`src/rtl/gfrns_pkg.sv`:
```
// Shared types, codes and constants of the grid neighbor search block.
package gfrns_pkg;

  localparam int MAX_PARTICLES = 1024;
  localparam int IDX_W         = 10;
  localparam int CNT_W         = 11;
  localparam int POS_W         = 24;
  localparam int DIFF_W        = 25;
  localparam int PROD_W        = 50;
  localparam int SQ_W          = 48;
  localparam int ACC_W         = 50;
  localparam int INV_W         = 24;
  localparam int RSQ_W         = 48;
  localparam int CFG_IDX_W     = 3;
  localparam int CFG_DATA_W    = 48;
  localparam int FRAC_SHIFT    = 28;

  typedef enum logic [1:0] {
    FUNC_CLEAR = 2'd0,
    FUNC_LOAD  = 2'd1,
    FUNC_QUERY = 2'd2,
    FUNC_NOP   = 2'd3
  } func_t;

  typedef enum logic [1:0] {
    ST_OK       = 2'd0,
    ST_OUTSIDE  = 2'd1,
    ST_FULL     = 2'd2,
    ST_UNLOADED = 2'd3
  } status_t;

  localparam logic [CFG_IDX_W-1:0] CFG_INV_RADIUS = 3'd0;
  localparam logic [CFG_IDX_W-1:0] CFG_RADIUS_SQ  = 3'd1;
  localparam logic [CFG_IDX_W-1:0] CFG_CENTER_X   = 3'd2;
  localparam logic [CFG_IDX_W-1:0] CFG_CENTER_Y   = 3'd3;
  localparam logic [CFG_IDX_W-1:0] CFG_CENTER_Z   = 3'd4;

  // Datapath operations, one per cycle
  typedef enum logic [4:0] {
    OP_NONE,
    OP_CAPTURE,
    OP_CLEAR,
    OP_EMIT_ST,
    OP_LMUL,
    OP_LCELL,
    OP_HEAD_RD,
    OP_HCHK_RD,
    OP_LINK,
    OP_SETHEAD,
    OP_STORE,
    OP_QRD,
    OP_QLD,
    OP_NBR,
    OP_ADV,
    OP_DMUL,
    OP_DSUM,
    OP_ACCEPT,
    OP_MORE,
    OP_NEXT,
    OP_FINAL
  } dp_op_t;

  typedef struct packed {
    dp_op_t     op;
    logic [1:0] axis;
    status_t    st;
  } dp_cmd_t;

  typedef struct packed {
    logic full;
    logic q_loaded;
    logic outside;
    logic hvalid;
    logic nbr_in;
    logic off_last;
    logic hit;
    logic n_full;
    logic pend_v;
    logic next_end;
    logic slot_free;
  } dp_stat_t;

endpackage

```
`src/rtl/gfrns_ctrl.sv`:
```
// Controller state machine sequencing clear, load and query requests.
module gfrns_ctrl (
  input  logic                clk,
  input  logic                rst_n,
  input  logic                in_valid,
  input  logic [1:0]          in_func,
  output logic                in_stall,
  output gfrns_pkg::dp_cmd_t  cmd,
  input  gfrns_pkg::dp_stat_t stat
);

  typedef enum logic [4:0] {
    S_IDLE,
    S_CLR,
    S_EMIT,
    S_LCHK,
    S_LMUL,
    S_LCELL,
    S_LOUT,
    S_HCHK,
    S_HVAL,
    S_STORE,
    S_QCHK,
    S_QLD,
    S_NBR,
    S_HEAD,
    S_ADV,
    S_DMUL,
    S_DSUM,
    S_HIT,
    S_NEXT,
    S_FINAL
  } state_t;

  state_t              state_r, state_nxt;
  logic [1:0]          axis_r, axis_nxt;
  gfrns_pkg::status_t  st_r, st_nxt;
  logic                is_query_r, is_query_nxt;

  assign in_stall = (state_r != S_IDLE);

  // Next state and datapath command
  always_comb begin
    state_nxt    = state_r;
    axis_nxt     = axis_r;
    st_nxt       = st_r;
    is_query_nxt = is_query_r;
    cmd.op       = gfrns_pkg::OP_NONE;
    cmd.axis     = axis_r;
    cmd.st       = st_r;
    case (state_r)
      S_IDLE: begin
        if (in_valid) begin
          cmd.op = gfrns_pkg::OP_CAPTURE;
          case (gfrns_pkg::func_t'(in_func))
            gfrns_pkg::FUNC_CLEAR: state_nxt = S_CLR;
            gfrns_pkg::FUNC_LOAD: begin
              state_nxt    = S_LCHK;
              is_query_nxt = 1'b0;
            end
            gfrns_pkg::FUNC_QUERY: begin
              state_nxt    = S_QCHK;
              is_query_nxt = 1'b1;
            end
            default: state_nxt = S_IDLE;
          endcase
        end
      end
      S_CLR: begin
        if (stat.slot_free) begin
          cmd.op    = gfrns_pkg::OP_CLEAR;
          state_nxt = S_IDLE;
        end
      end
      S_EMIT: begin
        if (stat.slot_free) begin
          cmd.op    = gfrns_pkg::OP_EMIT_ST;
          state_nxt = S_IDLE;
        end
      end
      S_LCHK: begin
        if (stat.full) begin
          st_nxt    = gfrns_pkg::ST_FULL;
          state_nxt = S_EMIT;
        end else begin
          axis_nxt  = 2'd0;
          state_nxt = S_LMUL;
        end
      end
      S_LMUL: begin
        cmd.op    = gfrns_pkg::OP_LMUL;
        state_nxt = S_LCELL;
      end
      S_LCELL: begin
        cmd.op = gfrns_pkg::OP_LCELL;
        if (axis_r == 2'd2) begin
          state_nxt = S_LOUT;
        end else begin
          axis_nxt  = axis_r + 2'd1;
          state_nxt = S_LMUL;
        end
      end
      S_LOUT: begin
        if (stat.outside) begin
          st_nxt    = gfrns_pkg::ST_OUTSIDE;
          state_nxt = S_EMIT;
        end else begin
          cmd.op    = gfrns_pkg::OP_HEAD_RD;
          state_nxt = S_HCHK;
        end
      end
      S_HCHK: begin
        cmd.op    = gfrns_pkg::OP_HCHK_RD;
        state_nxt = S_HVAL;
      end
      S_HVAL: begin
        if (!is_query_r) begin
          if (stat.hvalid) begin
            cmd.op = gfrns_pkg::OP_LINK;
          end else begin
            cmd.op = gfrns_pkg::OP_SETHEAD;
          end
          state_nxt = S_STORE;
        end else if (stat.hvalid) begin
          axis_nxt  = 2'd0;
          state_nxt = S_DMUL;
        end else begin
          state_nxt = S_ADV;
        end
      end
      S_STORE: begin
        if (stat.slot_free) begin
          cmd.op    = gfrns_pkg::OP_STORE;
          state_nxt = S_IDLE;
        end
      end
      S_QCHK: begin
        if (!stat.q_loaded) begin
          st_nxt    = gfrns_pkg::ST_UNLOADED;
          state_nxt = S_EMIT;
        end else begin
          cmd.op    = gfrns_pkg::OP_QRD;
          state_nxt = S_QLD;
        end
      end
      S_QLD: begin
        cmd.op    = gfrns_pkg::OP_QLD;
        state_nxt = S_NBR;
      end
      S_NBR: begin
        if (stat.nbr_in) begin
          cmd.op    = gfrns_pkg::OP_NBR;
          state_nxt = S_HEAD;
        end else begin
          state_nxt = S_ADV;
        end
      end
      S_HEAD: begin
        cmd.op    = gfrns_pkg::OP_HEAD_RD;
        state_nxt = S_HCHK;
      end
      S_ADV: begin
        if (stat.off_last) begin
          state_nxt = S_FINAL;
        end else begin
          cmd.op    = gfrns_pkg::OP_ADV;
          state_nxt = S_NBR;
        end
      end
      S_DMUL: begin
        cmd.op = gfrns_pkg::OP_DMUL;
        if (axis_r == 2'd2) begin
          state_nxt = S_DSUM;
        end else begin
          axis_nxt = axis_r + 2'd1;
        end
      end
      S_DSUM: begin
        cmd.op    = gfrns_pkg::OP_DSUM;
        state_nxt = S_HIT;
      end
      S_HIT: begin
        if (!stat.hit) begin
          state_nxt = S_NEXT;
        end else if (stat.n_full) begin
          cmd.op    = gfrns_pkg::OP_MORE;
          state_nxt = S_FINAL;
        end else if (!stat.pend_v || stat.slot_free) begin
          cmd.op    = gfrns_pkg::OP_ACCEPT;
          state_nxt = S_NEXT;
        end
      end
      S_NEXT: begin
        if (stat.next_end) begin
          state_nxt = S_ADV;
        end else begin
          cmd.op    = gfrns_pkg::OP_NEXT;
          axis_nxt  = 2'd0;
          state_nxt = S_DMUL;
        end
      end
      S_FINAL: begin
        if (!stat.pend_v) begin
          state_nxt = S_IDLE;
        end else if (stat.slot_free) begin
          cmd.op    = gfrns_pkg::OP_FINAL;
          state_nxt = S_IDLE;
        end
      end
      default: state_nxt = S_IDLE;
    endcase
  end

  // Hold state
  always_ff @(posedge clk) begin
    if (!rst_n) begin
      state_r    <= S_IDLE;
      axis_r     <= 2'd0;
      st_r       <= gfrns_pkg::ST_OK;
      is_query_r <= 1'b0;
    end else begin
      state_r    <= state_nxt;
      axis_r     <= axis_nxt;
      st_r       <= st_nxt;
      is_query_r <= is_query_nxt;
    end
  end

endmodule

```
`config.mk`:
```
export PLATFORM = sky130hd
export DESIGN_NAME = gfrns_ctrl
export DESIGN_NICKNAME = d
export VERILOG_FILES = /design/src/rtl/gfrns_pkg.sv /design/src/rtl/gfrns_ctrl.sv
export SDC_FILE = /design/constraint.sdc
export NUM_CORES = 1
export LEC_CHECK = 0
export BUFFER_PORTS_ARGS = -buffer_cell sky130_fd_sc_hd__buf_2
export CAP_MARGIN = 20
export CORE_ASPECT_RATIO = 0.9
export CORE_MARGIN = 2
export CORE_UTILIZATION = 39
export CTS_CLUSTER_SIZE = 8
export DETAILED_ROUTE_END_ITERATION = 12
export SLEW_MARGIN = 20
export SYNTH_ARGS = -nofsm -noshare
export SYNTH_HDL_FRONTEND = slang
export SYNTH_SLANG_ARGS = --single-unit
```
`constraint.sdc`:
```
create_clock -name clk -period 2.55 [get_ports clk]
set_input_delay 0.6375 -clock clk [delete_from_list [all_inputs] [get_ports clk]]
set_output_delay 0.6375 -clock clk [all_outputs]
set_load 0.005 [all_outputs]
```
## Word-level counts from Yosys, hierarchy flattened

Cells that the tools add are included.

| storage, ports and cells | value |
|---|---|
| bits in registers | 10 |
| bits in latches | 0 |
| bits of input ports | 16 |
| word-level logic and storage cells | 98 |
| memories | 0 |
| memory bits (writable) | 0 |
| ROM bits | 0 |

| cells by class | value |
|---|---|
| multiplexer cells | 46 |
| bitwise operators | 0 |
| equality and inequality tests | 33 |
| magnitude comparators | 0 |
| shifts and indexed selects | 0 |
| multiply operators | 0 |
| reduce and logical (&&, ||, !) cells | 14 |
| div/mod/pow operators | 0 |
| add/sub/neg operators | 1 |

Operators by type and width:

| operator | number |
|---|---|
| $pmux 5 s19 | 1 |
| $pmux 5 s18 | 1 |
| $mux 5 | 14 |
| $eq 5x4->1 const B | 8 |
| $mux 2 | 12 |
| $mux 4 | 6 |
| $eq 5x3->1 const B | 4 |
| $eq 5x5->1 const B | 4 |
| $ne 2x2->1 const B | 10 |
| $mux 3 | 4 |
| $pmux 4 s3 | 1 |
| $eq 5x2->1 const B | 2 |
| $pmux 2 s4 | 1 |
| $pmux 2 s3 | 1 |
| $reduce_and 3->1 | 2 |
| $reduce_and 6->1 | 1 |
| $eq 5x1->1 const B | 1 |
| $logic_not 5->1 | 1 |
| $reduce_bool 5->1 | 1 |
| $eq 2x2->1 const B | 2 |
| $mux 1 | 4 |
| $ne 4x4->1 const B | 1 |
| $reduce_and 4->1 | 1 |
| $reduce_bool 4->1 | 1 |
| 10 further kinds | 10 |

## Longest topological paths before layout

Gate-level depths: netlist of run 1.

| depth | value |
|---|---|
| depth in word-level cells | 6 |
| gate-level depth with buffers | 8 |
| mapped depth without buffers | 7 |

## Worst setup path after synthesis of run 1

Ideal clock, no wire load.

| path | value |
|---|---|
| path kind | input-to-output |
| from | input stat[0] in the netlist's numbering |
| to | output cmd[4] in the netlist's numbering |
| arrival | 1.617 ns |
| cell stages on the path | 5 |
| path slack | 0.295 ns |
| path buffers | 1 |
| required time | 1.913 ns |
| cells stage by stage | buf_4 a21o_1 a22oi_1 nor2_1 or4_1 |

RTL lines:

| what | line | text |
|---|---|---|
| start: declaration | gfrns_ctrl.sv:9 | `input gfrns_pkg::dp_stat_t stat` |
| end: declaration | gfrns_ctrl.sv:8 | `output gfrns_pkg::dp_cmd_t cmd,` |

==> impl_summary.txt, run 1 <==
----------------------------------------------------
[Layout]
  Share of final-layout standard cells stronger than drive strength 1 ... 0.364
  Total Nets Final ... 262
  Post-route standard cell area excluding fillers ... 1890 um2
  Number of standard cells in the final layout excluding fillers ... 283
  Area delta synth->final ... 35.8%
  Count of filler cells inserted in the layout ... 348
  Post-layout utilization of the core ... 0.556
  ANT cells ... 0

[Detailed routing]
  Routed wirelength normalized by instance count ... 16.5 um
  Number of nets with antenna violations after detailed routing ... 0
  Post-route DRC violation count ... 0
  Detailed-router iteration count before antenna repair ... 4
  Starting DRC count in detailed routing ... 110
  Wire length reported by the detailed router ... 4660 um
  DR vias/cell ... 5.75
  Via total after detailed routing ... 1626

[Critical path]
  Cell-by-cell listing of the critical path ... buf_12 -> nor2b_2 -> nand2_2 -> nor2_2 -> a31o_2 -> or4_1 -> buf_2
  Worst EP arrival ... 1.88 ns
  Critical Path Fanout Max ... 10
  Maximum cell stage delay along the critical path ... 0.50 ns
  Internal reg-to-reg setup slack ... 0.70 ns
  Critical path endpoint category ... output pin
  Kind of critical path ... flip-flop to output pin
  Terminus of the critical flop-to-flop path ... state_r[1]$_SDFFE_PN0P_
  Slowest cell on the critical path ... sky130_fd_sc_hd__or4_1
  Launch point of the worst reg-to-reg path ... state_r[3]$_SDFFE_PN0P_
  CP bufs+invs ... 2
  Delay-heaviest family, CP ... simple AND/OR/NAND/NOR gates
  Critical path launch point type ... flip-flop
  Worst setup path startpoint ... state_r[4]$_SDFFE_PN0P_
  Depth of the worst register-to-register path ... 6
  Crit path required time ... 1.91 ns

[Logic synthesis]
  Avg Inst Size Synth ... 7.29 um2
  Xor-xnor portion of the synthesized cell area ... 0.0126
  Summed instance area of the synthesized netlist ... 1390 um2
  Total of flip-flops plus latches after synthesis ... 10
  Adder-cell share of the synthesized area ... 0.0539
  Count of cell types in the netlist ... 62
  Fraction of the mapped netlist area in simple logic gates ... 0.349
  Sequential cell area fraction in the yosys report ... 0.144
  Complex-gate fraction of the synthesized area ... 0.292
  Number of enable flip-flop cells after synthesis ... 0
  Async SR Flop Fraction ... 0
  Mux cell area share after synthesis ... 0.0440
  Syn nets ... 213
  Primary flip-flop cell chosen by synthesis mapping ... sky130_fd_sc_hd__dfxtp_1
  Main combinational cell family by area after synthesis ... simple AND/OR/NAND/NOR gates
  Synthesis warning total ... 0
  Post-synthesis cell count ... 191

[Floorplan]
  Core area ... 3400 um2
  Overall die width ... 67.0 um
  Overall die height ... 60.7 um
  Initial Utilization ... 0.409
  Site Rows ... 20
  IO Pins ... 26
  Overall die area ... 4070 um2

[STA]
  Max Clk Rate ... 0.397 GHz
  Number of pins exceeding their max-slew limit in the final report ... 0
  Slew at the pin closest to its max-slew limit ... 0.426 ns
  Max-slew headroom ... 0.712
  Worst hold margin ... 0.463 ns
  Tmin final ... 2.52 ns
  Final critical-path share of the clock period ... 0.988
  Number of hold-slack violations in the final timing report ... 0
  Clock skew ... 0.00137 ns
  Final number of setup-violating endpoints ... 0

[Clock network]
  Clock root buffer master ... sky130_fd_sc_hd__clkbuf_8
  Number of sinks on the clock net ... 10
  Count of H-tree levels built during CTS ... 1
  Longest Clk Path Bufs ... 2
  CTS hold repair buffers ... 0
  Clock tree from TritonCTS ... done
  Clock network latency to the later pin of the worst-skew pair ... 0.24 ns
  Clock transition at the register clock pins on the worst setup and hold paths after CTS ... 0.05 ns
  Clock buffer count from CTS ... 3

[Hold path]
  Worst Hold End ... st_r[0]$_SDFFE_PN0P_
  Hold_sp ... st_r[0]$_SDFFE_PN0P_
  Instance count along the most critical hold path ... 2
  Class of the worst hold path ... flip-flop to flip-flop

[GRT]
  Pin count of the biggest net entering global routing ... 25
  Overall overflow remaining after global route ... 0
  Initial antenna violation count ... 0
  Total track usage ... 0.237
  Global-route wire length before repair ... 7200 um
  Vias in the first global route ... 1432

[Placed design]
  Placed Cells incl. Taps ... 268
  Placed Instance Area ... 1650 um2
  IO Port Bufs ... 25
  Weighted congestion at the end of routability-driven global placement ... 0.905
  DP Wirelength ... 3420 um

[Run]
  Max-cap violations ... 0

[Outcome]
  Status ... complete, no violations

[Power and ir drop]
  Lkg Pwr ... 0.859 nW
  Maximum VDD drop ... 187 uV
  Power density over cell area ... 385 nW/um2

----------------------------------------------------
how the worst max path moves through the flow:
stage | to | cells past startpoint | slack, ns
6_report | cmd[4] | 7 | 0.03
5_1_grt | cmd[4] | 7 | -0.02
4_1_cts | cmd[4] | 6 | 0.004
3_5_place_dp | cmd[4] | 6 | -0.02
3_3_place_gp | cmd[4] | 6 | -0.007
2_1_floorplan | cmd[4] | 5 | 0.30
through the flow:
step	setup slack, ns	power (mW)	setup TNS [ns]
2_1_floorplan	0.295	0.381	0
3_3_place_gp	-0.00730	0.488	-0.00730
3_5_place_dp	-0.0185	0.486	-0.0185
4_1_cts	0.00433	0.697	0
5_1_grt	-0.0159	0.774	-0.0159
6_report	0.0313	0.728	0
report_power, final:
group	internal (mW)	total, mW	switching, mW
sequential	0.165	0.177	0.0120
combinational	0.166	0.354	0.188
clock	0.136	0.198	0.0619
state kept, by name, summed over array words and instances (netlist names):
name,cells
is_query_r,1
state_r,5
axis_r,2
st_r,2
layout by cell type, fill, tap and decap left out, types with 3 or more instances in the layout:
cell type                   n
sky130_fd_sc_hd__buf_4     27
sky130_fd_sc_hd__buf_2     25
sky130_fd_sc_hd__nor2_1    18
sky130_fd_sc_hd__nor3_1    13
sky130_fd_sc_hd__inv_1     11
sky130_fd_sc_hd__o21ai_0   10
sky130_fd_sc_hd__nand2_1    7
sky130_fd_sc_hd__a21oi_1    7
sky130_fd_sc_hd__nand3_1    6
sky130_fd_sc_hd__ha_1       6
sky130_fd_sc_hd__dfxtp_1    6
sky130_fd_sc_hd__mux2i_1    5
sky130_fd_sc_hd__nor3b_1    4
sky130_fd_sc_hd__a32oi_1    4
sky130_fd_sc_hd__nor2b_1    4
sky130_fd_sc_hd__or3_1      4
sky130_fd_sc_hd__a31oi_1    4
sky130_fd_sc_hd__nor4_1     4
sky130_fd_sc_hd__clkbuf_8   4
sky130_fd_sc_hd__dfxtp_4    4
sky130_fd_sc_hd__nand2b_1   3
sky130_fd_sc_hd__o21ai_1    3
sky130_fd_sc_hd__buf_12     3
timing repair:
action | in CTS | in global routing
gates resized for setup | 5 | 18
setup buffers | 2 | 8
pin swaps | 1 | 4
cloned | 0 | 1
setup endpoints to repair | 1 | 2
logic make-up (layout without fill, tap and decap cells):
kind of cell / count (synthesis) / in the layout
compound gates: 55 / 55
simple gates: 86 / 86
flops: 10 / 10
mux: 6 / 6
fa+ha+maj: 6 / 6
buf+inv: 26 / 74
xor+xnor: 2 / 2
Yosys cell counts (5+ instances only):
cell type                 number  area [um2]
sky130_fd_sc_hd__nor2_1       19        71.3
sky130_fd_sc_hd__nand3_1       6        30.0
sky130_fd_sc_hd__buf_2         6        30.0
sky130_fd_sc_hd__mux2i_1       5        50.1
sky130_fd_sc_hd__inv_1        11        41.3
sky130_fd_sc_hd__a21oi_1       7        35.0
sky130_fd_sc_hd__o21ai_0      10        50.1
sky130_fd_sc_hd__nor3_1       13        65.1
sky130_fd_sc_hd__nand2_1       8        30.0
sky130_fd_sc_hd__dfxtp_1      10         200
sky130_fd_sc_hd__ha_1          6        75.1
sky130_fd_sc_hd__nor2b_1       6        37.5
final cells by class:
cell class / count / area [um2] / area share
clock buffers: 4 / 55.1 / 0.0291
inverters: 12 / 45.0 / 0.0238
multi-input cells: 155 / 1080 / 0.574
flip-flops and latches: 10 / 215 / 0.114
well taps: 44 / 55.1 / 0.0291
repair buffers: 58 / 435 / 0.230
worst min-delay path, delay by kind of cell (launching register included):
| family | cells | cell delay [ns] |
|---|---|---|
| flops | 1 | 0.31 |
| compound gates | 1 | 0.06 |
| buf+inv | 1 | 0.05 |
layer usage:
| metal | GRT usage | vias up | part of all wire | wire (um) |
|---|---|---|---|---|
| met5 | 0 | - | 0 | 0 |
| met4 | 0.0292 | 0 | 0.0026 | 12 |
| met3 | 0.0519 | 2 | 0.076 | 354 |
| met2 | 0.376 | 68 | 0.45 | 2090 |
| met1 | 0.342 | 745 | 0.47 | 2200 |
| li1 | - | 811 | - | - |
No activity file was read; power rests on OpenSTA's default activity.
==> run 2: changes to the inputs <==
==> constraint.sdc (replaced) <==
create_clock -name clk -period 2.8 [get_ports clk]
set_input_delay 0.7 -clock clk [delete_from_list [all_inputs] [get_ports clk]]
set_output_delay 0.7 -clock clk [all_outputs]
set_load 0.005 [all_outputs]
==> impl_summary.txt, run 2 (synthesis results as in run 1) <==
----------------------------------------------------
[Critical path]
  Delay-heaviest family, CP ... simple AND/OR/NAND/NOR gates
  Kind of critical path ... input pin to output pin
  Internal reg-to-reg setup slack ... 0.80 ns
  Crit path required time ... 2.10 ns
  Cell-by-cell listing of the critical path ... buf_2 -> and2b_2 -> a41oi_2 -> o31ai_1 -> or4_1 -> buf_2
  CP bufs+invs ... 2
  Worst EP arrival ... 2.01 ns
  Critical path endpoint category ... output pin
  Critical path launch point type ... input pin
  Worst setup path startpoint ... stat[6]
  Slowest cell on the critical path ... sky130_fd_sc_hd__or4_1
  Launch point of the worst reg-to-reg path ... state_r[1]$_SDFFE_PN0P_
  Maximum cell stage delay along the critical path ... 0.51 ns
  Critical Path Fanout Max ... 3
  Most prevalent standard cell on the critical path ... sky130_fd_sc_hd__buf_2

[Clock network]
  Clock network latency to the later pin of the worst-skew pair ... 0.24 ns
  Number of sinks on the clock net ... 10
  Clock root buffer master ... sky130_fd_sc_hd__clkbuf_8
  Count of H-tree levels built during CTS ... 1
  CTS hold repair buffers ... 0
  Clock tree from TritonCTS ... done
  Setup Fix Bufs, Post-CTS ... 0
  Longest Clk Path Bufs ... 2
  Clock buffer count from CTS ... 3
  Clock transition at the register clock pins on the worst setup and hold paths after CTS ... 0.05 ns

[STA]
  Slew at the pin closest to its max-slew limit ... 0.431 ns
  Clock skew ... 0.000555 ns
  Max-slew headroom ... 0.708
  Tmin final ... 2.71 ns
  Number of hold-slack violations in the final timing report ... 0
  Final critical-path share of the clock period ... 0.969
  Max Clk Rate ... 0.369 GHz
  Final number of setup-violating endpoints ... 0
  Number of pins exceeding their max-slew limit in the final report ... 0
  Setup repair after global routing missed its margin ... false
  Setup total negative slack ... 0 ns

[Layout]
  ANT cells ... 0
  Commonest non-fill, non-tap cell in the layout ... sky130_fd_sc_hd__buf_2
  Register with the most flip-flops ... state_r
  Biggest regs ... state_r x5, axis_r x2, st_r x2
  Total Nets Final ... 245
  Post-layout utilization of the core ... 0.485
  Post-route standard cell area excluding fillers ... 1650 um2
  Most frequent cells in the layout ... sky130_fd_sc_hd__buf_2 (25), sky130_fd_sc_hd__nor2_1 (19), sky130_fd_sc_hd__buf_4 (15)
  Area delta synth->final ... 18.6%
  Count of filler cells inserted in the layout ... 368
  Share of final-layout standard cells stronger than drive strength 1 ... 0.261
  Max reg flops ... 5

[Detailed routing]
  Via total after detailed routing ... 1607
  DR vias/cell ... 6.04
  Number of nets with antenna violations after detailed routing ... 0
  Routed wirelength normalized by instance count ... 16.1 um
  Post-route DRC violation count ... 0
  Detailed-router iteration count before antenna repair ... 5
  Wire length reported by the detailed router ... 4270 um
  Starting DRC count in detailed routing ... 129

[Placed design]
  DP Wirelength ... 3350 um
  IO Port Bufs ... 25
  Weighted congestion at the end of routability-driven global placement ... 0.865
  Placed Instance Area ... 1590 um2

[Outcome]
  Status ... complete, no violations

[Power and ir drop]
  Lkg Pwr ... 0.751 nW
  Maximum VDD drop ... 222 uV
  Power density over cell area ... 380 nW/um2

[GRT]
  Overall overflow remaining after global route ... 0
  Total track usage ... 0.229
  Initial antenna violation count ... 0
  Vias in the first global route ... 1438
  Pin count of the biggest net entering global routing ... 24
  Global-route wire length before repair ... 7060 um

[Floorplan]
  IO Pins ... 26
  Initial Utilization ... 0.409
  Overall die area ... 4070 um2
  Core area ... 3400 um2
  Site Rows ... 20
  Overall die width ... 67.0 um
  Overall die height ... 60.7 um

[Run]
  Max-cap violations ... 0

[Hold path]
  Hold_sp ... st_r[0]$_SDFFE_PN0P_
  Class of the worst hold path ... flip-flop to flip-flop

----------------------------------------------------
run 2: path summary, 6_finish.rpt:
check | cells past startpoint | end
worst min-delay path | 2 | st_r[0]$_SDFFE_PN0P_
worst max register to register | 7 | state_r[1]$_SDFFE_PN0P_
worst max-delay path | 6 | cmd[4]
worst min register to register | 2 | st_r[0]$_SDFFE_PN0P_
run 2: what timing repair did:
action,in CTS,in global routing
setup endpoints to repair,0,1
hold endpoints to repair,0,0
gates resized for setup,0,2
run 2: final cells by class:
type	count	area, um2	area share
timing repair buffer	41	249	0.151
clock buffer	4	55.1	0.0333
multi-input combinational	155	1050	0.633
tap	44	55.1	0.0333
inverter	12	45.0	0.0273
sequential	10	201	0.122
run 2: tightest hold or removal path: stages (launching register included):
cell and delay, ns:
sky130_fd_sc_hd__dfxtp_1 0.31, sky130_fd_sc_hd__inv_1 0.05, sky130_fd_sc_hd__a211oi_1 0.05
run 2: metrics by stage:
step	setup slack, ns	cells	power [mW]	hold WS (ns)
6_report	0.0871	266	0.627	0.464
5_1_grt	0.0133	266	0.663	0.505
4_1_cts	0.0953	266	0.626	0.470
3_5_place_dp	0.104	262	0.435	0.463
3_3_place_gp	0.111	262	0.437	0.453
2_1_floorplan	0.420	191	0.347	0.446
run 2: routing by layer:
| layer | vias up | GRT usage | wire, um |
|---|---|---|---|
| met1 | 740 | 0.334 | 2070 |
| met4 | 0 | 0.0233 | 13 |
| met2 | 84 | 0.356 | 1810 |
| met3 | 4 | 0.0575 | 381 |
| met5 | - | 0 | 0 |
| li1 | 779 | - | - |
run 2: report_power, final:
| group | total [mW] | internal, mW | switching [mW] |
|---|---|---|---|
| clock | 0.186 | 0.124 | 0.0619 |
| sequential | 0.161 | 0.151 | 0.0102 |
| combinational | 0.280 | 0.120 | 0.160 |
==> run 3: changes to the inputs <==
==> constraint.sdc (replaced) <==
create_clock -name clk -period 2.78 [get_ports clk]
set_input_delay 0.695 -clock clk [delete_from_list [all_inputs] [get_ports clk]]
set_output_delay 0.695 -clock clk [all_outputs]
set_load 0.005 [all_outputs]
==> impl_summary.txt, run 3 (synthesis results as in run 1) <==
----------------------------------------------------
[Outcome]
  Status ... complete, no violations

[STA]
  Post-layout worst setup margin ... 0.0654 ns
  Setup repair after global routing missed its margin ... false
  Final critical-path share of the clock period ... 0.976
  Setup total negative slack ... 0 ns
  Max-slew headroom ... 0.678
  Worst hold margin ... 0.457 ns
  Number of hold-slack violations in the final timing report ... 0
  Clock skew ... 0.00387 ns
  Slew at the pin closest to its max-slew limit ... 0.476 ns
  Tmin final ... 2.71 ns
  Max Clk Rate ... 0.368 GHz
  Number of pins exceeding their max-slew limit in the final report ... 0
  Final number of setup-violating endpoints ... 0

[Critical path]
  Critical path launch point type ... input pin
  CP bufs+invs ... 2
  Delay-heaviest family, CP ... simple AND/OR/NAND/NOR gates
  Cell-by-cell listing of the critical path ... buf_2 -> and2b_2 -> a41oi_2 -> o31ai_1 -> or4_1 -> buf_2
  Kind of critical path ... input pin to output pin
  Depth of the worst register-to-register path ... 6
  Count of cell instances traversed by the critical path ... 6
  Worst EP arrival ... 2.02 ns
  Crit path required time ... 2.09 ns
  Maximum cell stage delay along the critical path ... 0.54 ns
  Most prevalent standard cell on the critical path ... sky130_fd_sc_hd__buf_2
  Slowest cell on the critical path ... sky130_fd_sc_hd__or4_1
  Critical path endpoint category ... output pin
  Critical Path Fanout Max ... 3

[Clock network]
  Clock network latency to the later pin of the worst-skew pair ... 0.24 ns
  Clock tree from TritonCTS ... done
  Setup Fix Bufs, Post-CTS ... 0
  CTS hold repair buffers ... 0
  Number of sinks on the clock net ... 10
  Count of H-tree levels built during CTS ... 1
  Clock transition at the register clock pins on the worst setup and hold paths after CTS ... 0.05 ns
  Longest Clk Path Bufs ... 2
  Gates resized, CTS repair ... 0
  Clock buffer count from CTS ... 3
  Clock root buffer master ... sky130_fd_sc_hd__clkbuf_8

[Layout]
  Share of final-layout standard cells stronger than drive strength 1 ... 0.272
  Area delta synth->final ... 19.8%
  Biggest regs ... state_r x5, axis_r x2, st_r x2
  Register with the most flip-flops ... state_r
  Total Nets Final ... 247
  Number of standard cells in the final layout excluding fillers ... 268
  Commonest non-fill, non-tap cell in the layout ... sky130_fd_sc_hd__buf_2
  Most frequent cells in the layout ... sky130_fd_sc_hd__buf_2 (25), sky130_fd_sc_hd__nor2_1 (19), sky130_fd_sc_hd__buf_4 (17)
  Max reg flops ... 5
  ANT cells ... 0
  Post-route standard cell area excluding fillers ... 1670 um2
  Post-layout utilization of the core ... 0.490

[Detailed routing]
  Routed wirelength normalized by instance count ... 15.8 um
  Via total after detailed routing ... 1531
  Detailed-router iteration count before antenna repair ... 4
  Post-route DRC violation count ... 0
  Wire length reported by the detailed router ... 4240 um
  DR vias/cell ... 5.71
  Number of nets with antenna violations after detailed routing ... 0
  Starting DRC count in detailed routing ... 96

[Placed design]
  DP Wirelength ... 3380 um
  Post-placement worst setup slack ... 0.0673 ns
  Placed Instance Area ... 1610 um2
  IO Port Bufs ... 25
  Weighted congestion at the end of routability-driven global placement ... 0.837
  Placed Cells incl. Taps ... 264

[GRT]
  Vias in the first global route ... 1381
  Overall overflow remaining after global route ... 0
  Total track usage ... 0.229
  Global-route wire length before repair ... 6990 um
  Pin count of the biggest net entering global routing ... 18
  Initial antenna violation count ... 0

[Power and ir drop]
  Lkg Pwr ... 0.760 nW
  Post-layout power ... 0.632 mW
  Maximum VDD drop ... 242 uV
  Power density over cell area ... 379 nW/um2

[Run]
  Max-cap violations ... 0

[Floorplan]
  Site Rows ... 20
  Initial Utilization ... 0.409
  Overall die width ... 67.0 um
  Overall die area ... 4070 um2
  Overall die height ... 60.7 um
  IO Pins ... 26
  Core area ... 3400 um2

[Hold path]
  Instance count along the most critical hold path ... 2
  Class of the worst hold path ... flip-flop to flip-flop

----------------------------------------------------
run 3: cell types whose count changed in the layout (fill, tap and decap cells not counted), sizes merged:
| cell | before | now |
|---|---|---|
| buf | 41 | 43 |
run 3: path summary, 6_finish.rpt:
check                          startpoint                       to  slack [ns]
setup reg to reg  state_r[2]$_SDFFE_PN0P_  state_r[1]$_SDFFE_PN0P_        0.83
hold / removal       st_r[0]$_SDFFE_PN0P_     st_r[0]$_SDFFE_PN0P_        0.46
hold reg to reg      st_r[0]$_SDFFE_PN0P_     st_r[0]$_SDFFE_PN0P_        0.46
setup / recovery                  stat[6]                   cmd[4]        0.07
run 3: tightest hold or removal path: stages (launching register included):
cell and delay [ns]:
sky130_fd_sc_hd__dfxtp_1 0.31, sky130_fd_sc_hd__inv_1 0.05, sky130_fd_sc_hd__a211oi_1 0.05
run 3: layer usage:
metal / track usage / share of wire
met4: 0.0379 / 0.0087
met1: 0.340 / 0.50
met3: 0.0464 / 0.070
met5: 0 / 0
met2: 0.349 / 0.42
run 3: cell type report:
| class | count | area [um2] |
|---|---|---|
| multi-input combinational | 155 | 1050 |
| fill | 366 | 1740 |
| sequential | 10 | 203 |
| timing repair buffer | 43 | 264 |
| tap | 44 | 55.1 |
| inverter | 12 | 45.0 |
| clock buffer | 4 | 55.1 |
run 3: where the power goes:
| part | internal (mW) | switching, mW | leakage, nW |
|---|---|---|---|
| clock network | 0.125 | 0.0621 | 0.0288 |
| registers | 0.153 | 0.0127 | 0.0819 |
| logic | 0.122 | 0.158 | 0.650 |
